`src/xo_pkg.sv`:
```
// shared types, constants and helpers for the xoshiro256++ generator
package xo_pkg;

   localparam int WORD_W     = 64;
   localparam int HALF_W     = 32;
   localparam int OP_W       = 2;
   localparam int FRAC_W     = 53;
   localparam int FRAC_SHIFT = 11;
   localparam int GEN_DEPTH  = 4;
   localparam int IDX_W      = 2;
   localparam int PHASE_W    = 2;

   // splitmix64 constants
   localparam logic [WORD_W-1:0] GOLDEN_INC = 64'h9E3779B97F4A7C15;
   localparam logic [WORD_W-1:0] MIX_MUL_A  = 64'hBF58476D1CE4E5B9;
   localparam logic [WORD_W-1:0] MIX_MUL_B  = 64'h94D049BB133111EB;
   localparam int MIX_SHIFT_1 = 30;
   localparam int MIX_SHIFT_2 = 27;
   localparam int MIX_SHIFT_3 = 31;

   // xoshiro256++ rotate and shift amounts
   localparam int ROT_RES   = 23;
   localparam int ROT_STATE = 45;
   localparam int SHL_STATE = 17;

   // last entry of the state array
   localparam logic [IDX_W-1:0] IDX_LAST = IDX_W'(GEN_DEPTH - 1);

   // partial product phases of one 64-bit low-half multiply
   localparam logic [PHASE_W-1:0] PH_LO_LO = 2'd0;
   localparam logic [PHASE_W-1:0] PH_LO_HI = 2'd1;
   localparam logic [PHASE_W-1:0] PH_HI_LO = 2'd2;
   localparam logic [PHASE_W-1:0] PH_ACC   = 2'd3;

   typedef enum logic [OP_W-1:0] {
      OP_NEXT = 2'd0,
      OP_SEED = 2'd1,
      OP_HASH = 2'd2
   } op_type;

   typedef enum logic [1:0] {
      MIX_IDLE,
      MIX_STAGE_A,
      MIX_STAGE_B
   } mix_state_type;

   typedef enum logic [1:0] {
      TOP_SEED,
      TOP_IDLE,
      TOP_HASH,
      TOP_HOLD
   } top_state_type;

   typedef struct packed {
      logic              start;
      logic [WORD_W-1:0] value;
   } mix_req_type;

   typedef struct packed {
      logic              done;
      logic [WORD_W-1:0] result;
   } mix_rsp_type;

   // rotate left by a constant amount
   function automatic logic [WORD_W-1:0] rot_left(input logic [WORD_W-1:0] v, input int amt);
      rot_left = (v << amt) | (v >> (WORD_W - amt));
   endfunction

endpackage

```
`src/xo_req_if.sv`:
```
// request channel: operation and seed value
interface xo_req_if;
   import xo_pkg::*;

   logic              valid;
   logic              ready;
   logic [OP_W-1:0]   operation;
   logic [WORD_W-1:0] seed_value;

   modport source (output valid, output operation, output seed_value, input ready);
   modport sink   (input valid, input operation, input seed_value, output ready);
endinterface

```
`src/xo_rsp_if.sv`:
```
// response channel: random word and its fraction
interface xo_rsp_if;
   import xo_pkg::*;

   logic              valid;
   logic              ready;
   logic [WORD_W-1:0] random_word;
   logic [FRAC_W-1:0] uniform_fraction;

   modport source (output valid, output random_word, output uniform_fraction, input ready);
   modport sink   (input valid, input random_word, input uniform_fraction, output ready);
endinterface

```
`src/xo_mul.sv`:
```
// shared 32x32 multiplier with registered product
module xo_mul (
   input  logic                        clock,
   input  logic [xo_pkg::HALF_W-1:0]   mul_a,
   input  logic [xo_pkg::HALF_W-1:0]   mul_b,
   output logic [xo_pkg::WORD_W-1:0]   prod
);
   import xo_pkg::*;

   logic [WORD_W-1:0] prod_ff;

   // one partial product per cycle
   always_ff @(posedge clock) begin
      prod_ff <= mul_a * mul_b;
   end

   assign prod = prod_ff;
endmodule

```
`src/xo_mix.sv`:
```
// splitmix64 sequencer around the shared multiplier
module xo_mix (
   input  logic                clock,
   input  logic                reset,
   input  xo_pkg::mix_req_type mix_req,
   output xo_pkg::mix_rsp_type mix_rsp
);
   import xo_pkg::*;

   mix_state_type      state_ff, state_in;
   logic [PHASE_W-1:0] cnt_ff, cnt_in;
   logic [WORD_W-1:0]  opnd_ff, opnd_in;
   logic [WORD_W-1:0]  acc_ff, acc_in;
   logic [WORD_W-1:0]  res_ff, res_in;
   logic               done_ff, done_in;

   logic [HALF_W-1:0]  mul_a, mul_b;
   logic [WORD_W-1:0]  prod;
   logic [WORD_W-1:0]  mul_const;
   logic [WORD_W-1:0]  addend;
   logic [WORD_W-1:0]  sum_c;
   logic [WORD_W-1:0]  seed_sum;
   logic               last;

   xo_mul u_mul (
      .clock (clock),
      .mul_a (mul_a),
      .mul_b (mul_b),
      .prod  (prod)
   );

   // constant for the current multiply
   assign mul_const = (state_ff == MIX_STAGE_B) ? MIX_MUL_B : MIX_MUL_A;

   // operand halves per phase
   always_comb begin
      case (cnt_ff)
         PH_LO_HI: begin
            mul_a = opnd_ff[HALF_W-1:0];
            mul_b = mul_const[WORD_W-1:HALF_W];
         end
         PH_HI_LO: begin
            mul_a = opnd_ff[WORD_W-1:HALF_W];
            mul_b = mul_const[HALF_W-1:0];
         end
         default: begin
            mul_a = opnd_ff[HALF_W-1:0];
            mul_b = mul_const[HALF_W-1:0];
         end
      endcase
   end

   // accumulate the product issued in the previous phase
   always_comb begin
      case (cnt_ff)
         PH_LO_HI: addend = prod;
         PH_HI_LO: addend = {prod[HALF_W-1:0], {HALF_W{1'b0}}};
         PH_ACC:   addend = {prod[HALF_W-1:0], {HALF_W{1'b0}}};
         default:  addend = '0;
      endcase
   end

   assign sum_c    = acc_ff + addend;
   assign last     = (cnt_ff == PH_ACC);
   assign seed_sum = mix_req.value + GOLDEN_INC;

   // next state
   always_comb begin
      state_in = state_ff;
      case (state_ff)
         MIX_IDLE:    if (mix_req.start) state_in = MIX_STAGE_A;
         MIX_STAGE_A: if (last) state_in = MIX_STAGE_B;
         MIX_STAGE_B: if (last) state_in = MIX_IDLE;
         default:     state_in = MIX_IDLE;
      endcase
   end

   // datapath updates
   always_comb begin
      cnt_in  = '0;
      opnd_in = opnd_ff;
      acc_in  = sum_c;
      res_in  = res_ff;
      done_in = 1'b0;
      case (state_ff)
         MIX_IDLE: begin
            acc_in = '0;
            if (mix_req.start) begin
               opnd_in = seed_sum ^ (seed_sum >> MIX_SHIFT_1);
            end
         end
         MIX_STAGE_A: begin
            cnt_in = cnt_ff + 1'b1;
            if (last) begin
               opnd_in = sum_c ^ (sum_c >> MIX_SHIFT_2);
               acc_in  = '0;
            end
         end
         MIX_STAGE_B: begin
            cnt_in = cnt_ff + 1'b1;
            if (last) begin
               res_in  = sum_c ^ (sum_c >> MIX_SHIFT_3);
               done_in = 1'b1;
               acc_in  = '0;
            end
         end
         default: begin
            acc_in = '0;
         end
      endcase
   end

   // control registers
   always_ff @(posedge clock) begin
      if (reset) begin
         state_ff <= MIX_IDLE;
         cnt_ff   <= '0;
         done_ff  <= 1'b0;
      end else begin
         state_ff <= state_in;
         cnt_ff   <= cnt_in;
         done_ff  <= done_in;
      end
   end

   // payload registers
   always_ff @(posedge clock) begin
      opnd_ff <= opnd_in;
      acc_ff  <= acc_in;
      res_ff  <= res_in;
   end

   assign mix_rsp.done   = done_ff;
   assign mix_rsp.result = res_ff;
endmodule

```
`src/xoshiro256pp_generator_top.sv`:
```
// xoshiro256++ generator with splitmix64 seeding and hash
// next: result in the output register in the cycle after the beat, one per cycle while rsp drains
// hash: one splitmix64 round on seed_value; seed: four chained rounds fill state words 0 to 3
// each splitmix64 round takes two 64-bit multiplies on one 32x32 multiplier
// reset seeds the state from a zero seed value with req_bus.ready low
module xoshiro256pp_generator_top (
   input  logic    clock,
   input  logic    reset,
   xo_req_if.sink  req_bus,
   xo_rsp_if.source rsp_bus
);
   import xo_pkg::*;

   top_state_type     state_ff, state_in;
   logic [WORD_W-1:0] gen_ff [GEN_DEPTH];
   logic [WORD_W-1:0] gen_in [GEN_DEPTH];
   logic [IDX_W-1:0]  idx_ff, idx_in;
   logic              start_ff, start_in;
   logic [WORD_W-1:0] mix_val_ff, mix_val_in;
   logic              out_valid_ff, out_valid_in;
   logic [WORD_W-1:0] out_word_ff, out_word_in;

   logic              slot_free;
   logic              accept;
   logic [WORD_W-1:0] next_word;
   logic [WORD_W-1:0] t2, t3;
   mix_req_type       mix_req;
   mix_rsp_type       mix_rsp;

   xo_mix u_mix (
      .clock   (clock),
      .reset   (reset),
      .mix_req (mix_req),
      .mix_rsp (mix_rsp)
   );

   assign mix_req.start = start_ff;
   assign mix_req.value = mix_val_ff;

   // handshake
   assign slot_free     = !out_valid_ff || rsp_bus.ready;
   assign req_bus.ready = (state_ff == TOP_IDLE) && slot_free;
   assign accept        = req_bus.valid && req_bus.ready;

   // generator output and state mixing
   assign next_word = rot_left(gen_ff[0] + gen_ff[3], ROT_RES) + gen_ff[0];
   assign t2        = gen_ff[2] ^ gen_ff[0];
   assign t3        = gen_ff[3] ^ gen_ff[1];

   // next state
   always_comb begin
      state_in = state_ff;
      case (state_ff)
         TOP_SEED: if (mix_rsp.done && idx_ff == IDX_LAST) state_in = TOP_IDLE;
         TOP_IDLE: begin
            if (accept) begin
               case (req_bus.operation)
                  OP_SEED: state_in = TOP_SEED;
                  OP_HASH: state_in = TOP_HASH;
                  default: state_in = TOP_IDLE;
               endcase
            end
         end
         TOP_HASH: if (mix_rsp.done) state_in = TOP_HOLD;
         TOP_HOLD: if (slot_free) state_in = TOP_IDLE;
         default:  state_in = TOP_IDLE;
      endcase
   end

   // datapath and output register updates
   always_comb begin
      gen_in       = gen_ff;
      idx_in       = idx_ff;
      start_in     = 1'b0;
      mix_val_in   = mix_val_ff;
      out_valid_in = out_valid_ff && !rsp_bus.ready;
      out_word_in  = out_word_ff;
      case (state_ff)
         TOP_SEED: begin
            if (mix_rsp.done) begin
               gen_in[idx_ff] = mix_rsp.result;
               idx_in         = idx_ff + 1'b1;
               if (idx_ff != IDX_LAST) begin
                  mix_val_in = mix_rsp.result;
                  start_in   = 1'b1;
               end
            end
         end
         TOP_IDLE: begin
            if (accept) begin
               case (req_bus.operation)
                  OP_NEXT: begin
                     gen_in[0]    = gen_ff[0] ^ t3;
                     gen_in[1]    = gen_ff[1] ^ t2;
                     gen_in[2]    = t2 ^ (gen_ff[1] << SHL_STATE);
                     gen_in[3]    = rot_left(t3, ROT_STATE);
                     out_word_in  = next_word;
                     out_valid_in = 1'b1;
                  end
                  OP_SEED: begin
                     mix_val_in = req_bus.seed_value;
                     idx_in     = '0;
                     start_in   = 1'b1;
                  end
                  OP_HASH: begin
                     mix_val_in = req_bus.seed_value;
                     start_in   = 1'b1;
                  end
                  default: begin
                     idx_in = idx_ff;
                  end
               endcase
            end
         end
         TOP_HOLD: begin
            if (slot_free) begin
               out_word_in  = mix_rsp.result;
               out_valid_in = 1'b1;
            end
         end
         default: begin
            idx_in = idx_ff;
         end
      endcase
   end

   // control registers; reset starts seeding from zero
   always_ff @(posedge clock) begin
      if (reset) begin
         state_ff     <= TOP_SEED;
         idx_ff       <= '0;
         start_ff     <= 1'b1;
         mix_val_ff   <= '0;
         out_valid_ff <= 1'b0;
      end else begin
         state_ff     <= state_in;
         idx_ff       <= idx_in;
         start_ff     <= start_in;
         mix_val_ff   <= mix_val_in;
         out_valid_ff <= out_valid_in;
      end
   end

   // payload registers
   always_ff @(posedge clock) begin
      gen_ff      <= gen_in;
      out_word_ff <= out_word_in;
   end

   // response beat
   assign rsp_bus.valid            = out_valid_ff;
   assign rsp_bus.random_word      = out_word_ff;
   assign rsp_bus.uniform_fraction = out_word_ff[WORD_W-1:FRAC_SHIFT];
endmodule
```
`src/flat_wrapper.sv`:
```
// flat-port wrapper written by rule: the top's interface ports become plain ports
module xoshiro256pp_generator_top_flat import xo_pkg::*;
  (clock, reset, req_bus_valid, req_bus_operation, req_bus_seed_value, req_bus_ready, rsp_bus_valid, rsp_bus_random_word, rsp_bus_uniform_fraction, rsp_bus_ready);
  xo_req_if req_bus_i ();
  xo_rsp_if rsp_bus_i ();
  input  logic clock;
  input  logic reset;
  input wire logic [$bits(req_bus_i.valid)-1:0] req_bus_valid;
  input wire logic [$bits(req_bus_i.operation)-1:0] req_bus_operation;
  input wire logic [$bits(req_bus_i.seed_value)-1:0] req_bus_seed_value;
  output wire logic [$bits(req_bus_i.ready)-1:0] req_bus_ready;
  output wire logic [$bits(rsp_bus_i.valid)-1:0] rsp_bus_valid;
  output wire logic [$bits(rsp_bus_i.random_word)-1:0] rsp_bus_random_word;
  output wire logic [$bits(rsp_bus_i.uniform_fraction)-1:0] rsp_bus_uniform_fraction;
  input wire logic [$bits(rsp_bus_i.ready)-1:0] rsp_bus_ready;
  assign req_bus_i.valid = req_bus_valid;
  assign req_bus_i.operation = req_bus_operation;
  assign req_bus_i.seed_value = req_bus_seed_value;
  assign req_bus_ready = req_bus_i.ready;
  assign rsp_bus_valid = rsp_bus_i.valid;
  assign rsp_bus_random_word = rsp_bus_i.random_word;
  assign rsp_bus_uniform_fraction = rsp_bus_i.uniform_fraction;
  assign rsp_bus_i.ready = rsp_bus_ready;
  xoshiro256pp_generator_top u_core (.clock(clock), .reset(reset), .req_bus(req_bus_i), .rsp_bus(rsp_bus_i));
endmodule
```
`config.mk`:
```
export PLATFORM = sky130hd
export DESIGN_NAME = xoshiro256pp_generator_top_flat
export DESIGN_NICKNAME = d
export VERILOG_FILES = /design/src/xo_pkg.sv /design/src/xo_req_if.sv /design/src/xo_rsp_if.sv /design/src/xo_mul.sv /design/src/xo_mix.sv /design/src/xoshiro256pp_generator_top.sv /design/src/flat_wrapper.sv
export SDC_FILE = /design/constraint.sdc
export NUM_CORES = 2
export LEC_CHECK = 0
export BUFFER_PORTS_ARGS = -buffer_cell sky130_fd_sc_hd__buf_2
export CAP_MARGIN = 20
export CORE_ASPECT_RATIO = 0.75
export CORE_MARGIN = 4
export CORE_UTILIZATION = 61
export CTS_CLUSTER_SIZE = 20
export DETAILED_ROUTE_END_ITERATION = 10
export MAX_ROUTING_LAYER = met4
export PLACE_DENSITY = 0.78
export SETUP_SLACK_MARGIN = 0.3
export SYNTH_ARGS = -nofsm -noshare
export SYNTH_HDL_FRONTEND = slang
export SYNTH_SLANG_ARGS = --single-unit
```
`constraint.sdc`:
```
create_clock -name clock -period 14.25 [get_ports clock]
set_input_delay 1.425 -clock clock [delete_from_list [all_inputs] [get_ports clock]]
set_output_delay 1.425 -clock clock [all_outputs]
set_load 0.01 [all_outputs]
```
# == Yosys cells after proc, flatten, opt, wreduce, memory -nomap -nowiden ==
# Cells that the tools add are included.
# op_classes
addsub,6
mul,1
div_mod_pow,0
magnitude_cmp,2
n_eq_ne,24
n_shift,0
n_mux,47
bitwise,13
reduce_logical,28
# op_table
op,n
$mux W256,3
$mux W64,10
$pmux W256 S2,1
$pmux W64 S2,4
$xor A64 B64 Y64,5
$bwmux W256,1
$add A64 B64 Y64,3
$demux W64 S2,1
$add A64 B64 Y64 const B,1
$mul A32 B32 Y64,1
$mux W32,2
$or A64 B23 Y64,1
$or A64 B45 Y64,1
$xor A64 B33 Y64,1
$xor A64 B34 Y64,1
$xor A64 B37 Y64,1
$mux W62,1
$mux W2,10
$ne A2 B2 Y1 const B,8
$reduce_and A4 Y1,4
$eq A2 B2 Y1 const B,7
$reduce_or A2 Y1,6
$ne A2 B1 Y1 const B,5
$eq A2 B1 Y1 const B,4
18 further kinds,39
# totals
regBits,651
latch_bits,0
mem_bits_rw,0
mem_bits_ro,0
in_bits,70
out_inout_bits,119
wordCells,138
mem_count,0

# == Depth between registers and ports, before layout ==
# depth
word_depth,8
ltp_mapped,39

# == Modules after synthesis ==
# Synthesis repeated with hierarchy kept, for this count alone.
# hier_totals
cells_unflattened,7980
area_unflattened_um2,76319.4
# by_module_without_submodules
module,n_inst,cells_per_inst,area_per_inst_um2,seq_area_each_um2
xo_mul,1,3741,34540.6,1281.2
xoshiro256pp_generator_top,1,2655,27083.5,11010.6
xo_mix,1,1584,14695.3,5225.0

# == Worst setup path after synthesis ==
# OpenSTA, ideal clock, no wires.
# synth_path
path_kind,reg-to-reg
from,register u_core.u_mix.cnt_ff[0]
to,"register u_core.u_mix.u_mul.prod_ff[63], in the netlist u_core.u_mix.u_mul.prod[63]"
setup_ns,0.118
t_arrival_ns,9.319
t_required_ns,14.132
path_slack_ns,4.813
stages_incl_launch_ff,33
n_path_buf,3
period_less_slack_ns,9.437
path_cell_list,dfxtp_1 > inv_1 > ha_1 > clkbuf_1 > buf_1 > buf_1 > mux2i_1 > clkinv_1 > and2_1 > fa_1 > inv_1 > fa_1 > fa_1 > fa_1 > inv_1 > fa_1 > fa_1 > fa_1 > inv_1 > fa_1 > inv_1 > ha_1 > nand4_1 > nor4_1 > nand2_1 > a31oi_1 > o2111ai_1 > a21oi_1 > a21oi_1 > o31ai_1 > a21o_1 > a31o_2 > xnor2_1
# synth_via
elab_chain_cells,3
word_cells_on_any_way,5
classes_between,1 x mul; 2 x eq/ne; 2 x mux
# synth_rtl
item,line_no,source
start: declaration,xo_mix.sv:11,"logic [PHASE_W-1:0] cnt_ff, cnt_in;"
start signal: assignment,xo_mix.sv:121,cnt_ff <= cnt_in;
$eq A2 B2 Y1 / $eq A2 B1 Y1 (equally long branches),xo_mix.sv:37,case (cnt_ff)
$mux W32,xo_mix.sv:37,
$mul A32 B32 Y64 *,xo_mul.sv:14,prod_ff <= mul_a * mul_b;
end signal: assignment,xo_mul.sv:14,
end: declaration,xo_mul.sv:10,logic [WORD_W-1:0] prod_ff;
# Every way passes the cells marked *; elsewhere a longest branch is shown, timed or not.
# A chain may end at the register's enable or synchronous reset.

# == Final worst setup path ==
# Ends and elaborated chain as after synthesis.

==> results.sh <==
export IMPL_status="completed"
export IMPL_synthMuxAreaShare_pct=1.06
export IMPL_busiest_layer="met1"
export IMPL_ctsRootBufferMaster="clkbuf_16"
export IMPL_yosys_most_used_dff="edfxtp_1"
export IMPL_synth_edf_count=448
export IMPL_fin_crit_ns=11.31
export IMPL_antenna_found_initial=16
export IMPL_ctsResizeCount=0
export IMPL_grt_pass1_wl_mm=393
export IMPL_overflow=0
export IMPL_start_kind="flop"
export IMPL_drv_slew=0
export IMPL_required_ns=14.85
export IMPL_synth_sequential_area_ratio_pct=24.8
export IMPL_setup_tns_ns=0
export IMPL_hpwlAfterDp_mm=230
export IMPL_critPathSlowestCell="mux2i_1"
export IMPL_synth_nets=8643
export IMPL_grt_max_degree=92
export IMPL_dieArea_um2=121000
export IMPL_grtUsageMet2_pct=55.3
export IMPL_drtPass1Iterations=8
export IMPL_tritoncts="built"
export IMPL_synthCells=7202
export IMPL_postCtsSetupRepairBufs=0
export IMPL_via_count=57400
export IMPL_dp_cells=8635
export IMPL_drt_initial_drc_count=8967
export IMPL_synth_async_reset_ratio_pct=0
export IMPL_final_antenna_net_count=0
export IMPL_ys_seq_elements=651
export IMPL_finalHoldViolations=0
export IMPL_clock_sinks=651
export IMPL_crit_path_frequent_cell="fa_1"
export IMPL_finalCritPeriodShare_pct=79.4
export IMPL_synth_cell_type_count=80
export IMPL_core_um2=114000
export IMPL_fp_dieW_um=401
export IMPL_rsz0062_at_grt="no"
export IMPL_pin_count=189
export IMPL_grtUsageMet1_pct=67.4
export IMPL_clock_skew_ns=0.0545
export IMPL_hold_path_class="flop to flop"
export IMPL_wl_per_cell_um=31.6
export IMPL_htreeDepth=2
export IMPL_syn2layout_area_growth_pct=6.17
export IMPL_routed_wirelength_mm=277
export IMPL_synthAdderAreaFrac_pct=32.8
export IMPL_max_slew_margin_rel_pct=6.30
export IMPL_gr_usage_all_layers_pct=46.4
export IMPL_synth_area_um2=70600
export IMPL_dpl_worst_slack_ns=3.30
export IMPL_nNetsFinal=8632
export IMPL_synth_compound_area_share_pct=14.0
export IMPL_yosys_area_share_simple_pct=10.1
export IMPL_end_kind="flop"
export IMPL_port_buffers=188
export IMPL_ctsHoldBuffers=0
export IMPL_ys_warn_count=0
export IMPL_grt_use_met3_pct=26.0
export IMPL_worst_slew_pin_slew_ns=1.40
export IMPL_clkTransAtPathRegs_ns=0.08
export IMPL_die_h_um=303
export IMPL_setup_viol=0
export IMPL_drcViolationCount=0
export IMPL_arrival_ns=11.92
export IMPL_clkLatencyLatePin_ns=0.71
export IMPL_drive_above_1_share_pct=6.46
export IMPL_cpPeakStageDelay_ns=0.92
export IMPL_cts_made_buffers=59
export IMPL_clockBufferDepth=3
export IMPL_post_drt_via_cell_ratio=6.54
export IMPL_rows=107
export IMPL_path_class="flop to flop"
export IMPL_start_util_pct=61.8
export IMPL_fin_cells=8781
export IMPL_grt_pass1_vias=54500
export IMPL_cp_max_fo=33
export IMPL_synth_xor_area_share_pct=9.51
export IMPL_fin_ws_ns=2.94
export IMPL_max_cap_viol_count=0
export IMPL_place_congestion=1.13
export IMPL_fillCellCount=9104
export IMPL_synth_top_family_by_area="adder cells"
export IMPL_max_freq_mhz=88.4
export IMPL_synth_avg_cell_area_um2=9.80
placed cells by master (no fill, tap or decap), drive strengths merged, types with 14 or more instances in the layout:
cell	Yosys	layout
a211oi	87	87
a21o	186	186
a21oi	379	379
a221oi	15	15
a22o	256	256
a22oi	34	34
a31oi	30	30
and2	175	175
and3	32	32
buf	79	279
clkbuf	274	70
clkinv	7	28
dfxtp	203	203
diode	0	14
edfxtp	448	448
fa	796	796
ha	575	575
inv	1053	1060
mux2	28	28
mux2i	43	43
nand2	396	396
nand2b	97	97
nand3	63	63
nand4	56	56
nor2	448	448
nor2b	102	102
nor3	37	37
o211ai	17	17
o21a	28	28
o21ai	237	237
o21bai	60	60
o31ai	22	22
or3	15	15
xnor2	441	441
xor2	316	316
state kept, by name (all words and copies together) (netlist names):
signal and flops:
u_core.state_ff 2, u_core.u_mix.done_ff 1, u_core.start_ff 1, u_core.u_mix.cnt_ff 2, u_core.mix_val_ff 64, u_core.u_mix.res_ff 64, u_core.u_mix.opnd_ff 64, u_core.u_mix.acc_ff 64
u_core.rsp_bus.valid 1, u_core.u_mix.state_ff 2, u_core.idx_ff 2, u_core.gen_ff 256, u_core.rsp_bus.random_word 64, u_core.u_mix.u_mul.prod 64
critical path, delay by kind of cell, from the launching register on:
kind	cells	cell delay (ns)
XOR/XNOR	1	0.11
flip-flops	1	0.35
multiplexers	1	0.92
AND/OR/NAND/NOR	4	1.13
AO/OA/AOI/OAI	7	2.57
adder cells (fa/ha/maj)	10	4.58
buffers and inverters	7	1.54
cells by family (layout without fill, tap and decap cells):
kind of cell,after synthesis,count (layout)
multiplexers,71,71
AND/OR/NAND/NOR,1482,1482
other,0,14
AO/OA/AOI/OAI,1454,1454
adder cells (fa/ha/maj),1371,1371
buffers and inverters,1413,1452
flip-flops,651,651
XOR/XNOR,760,760
area by class of cell:
class / count / area, um^2 / area share (%)
diodes: 14 / 35.0 / 0.0468
clock buffers: 68 / 1600 / 2.14
clock inverters: 43 / 532 / 0.710
inverters: 1060 / 3980 / 5.31
multi-input cells: 5138 / 47700 / 63.7
flip-flops and latches: 651 / 17500 / 23.4
well taps: 1526 / 1910 / 2.55
repair buffers: 281 / 1640 / 2.19
metrics by stage:
stage	util, %	area, um^2	hold slack, ns
after detailed placement	63.6	72600	0.519
after global placement	63.5	72600	0.481
after CTS	65.4	74700	0.529
after floorplan	-	70600	0.455
after global routing	65.6	74900	0.561
final	65.6	74900	0.532
synthesized netlist by cell type, drive strengths merged (13+ instances only):
cell type	number	area share [%]
a211oi	87	0.94
a21o	186	2.0
a21oi	379	2.7
a221oi	15	0.21
a22o	256	3.2
a22oi	34	0.36
a31oi	30	0.27
and2	175	1.6
and3	32	0.28
buf	79	0.70
clkbuf	274	1.5
dfxtp	203	5.8
edfxtp	448	19
fa	796	23
ha	575	10
inv	1053	5.6
mux2	28	0.45
mux2i	43	0.61
nand2	396	2.1
nand2b	97	0.86
nand3	63	0.45
nand4	56	0.50
nor2	448	2.4
nor2b	102	0.90
nor3	37	0.26
nor4	13	0.12
o211ai	17	0.18
o21a	28	0.30
o21ai	237	1.7
o21bai	60	0.64
o31ai	22	0.24
or3	15	0.13
xnor2	441	5.5
xor2	316	3.9
routing by layer:
| layer | wire, um | vias to the layer above |
|---|---|---|
| met5 | 0 | - |
| met2 | 100000 | 4489 |
| met3 | 54200 | 470 |
| met1 | 116000 | 28500 |
| li1 | - | 24000 |
| met4 | 7130 | 0 |
worst paths after layout:
check                    startpoint                          end  slack (ns)  cells after the start
max          u_core.u_mix.cnt_ff[0]  u_core.u_mix.u_mul.prod[63]        2.94                     30
min           u_core.mix_val_ff[13]        u_core.mix_val_ff[13]        0.53                      2
max reg2reg  u_core.u_mix.cnt_ff[0]  u_core.u_mix.u_mul.prod[63]        2.94                     30
min reg2reg   u_core.mix_val_ff[13]        u_core.mix_val_ff[13]        0.53                      2
Power is left out: the tool's default activity adds up to more than one toggle a clock period on the data nets, which glitch-free logic cannot reach.
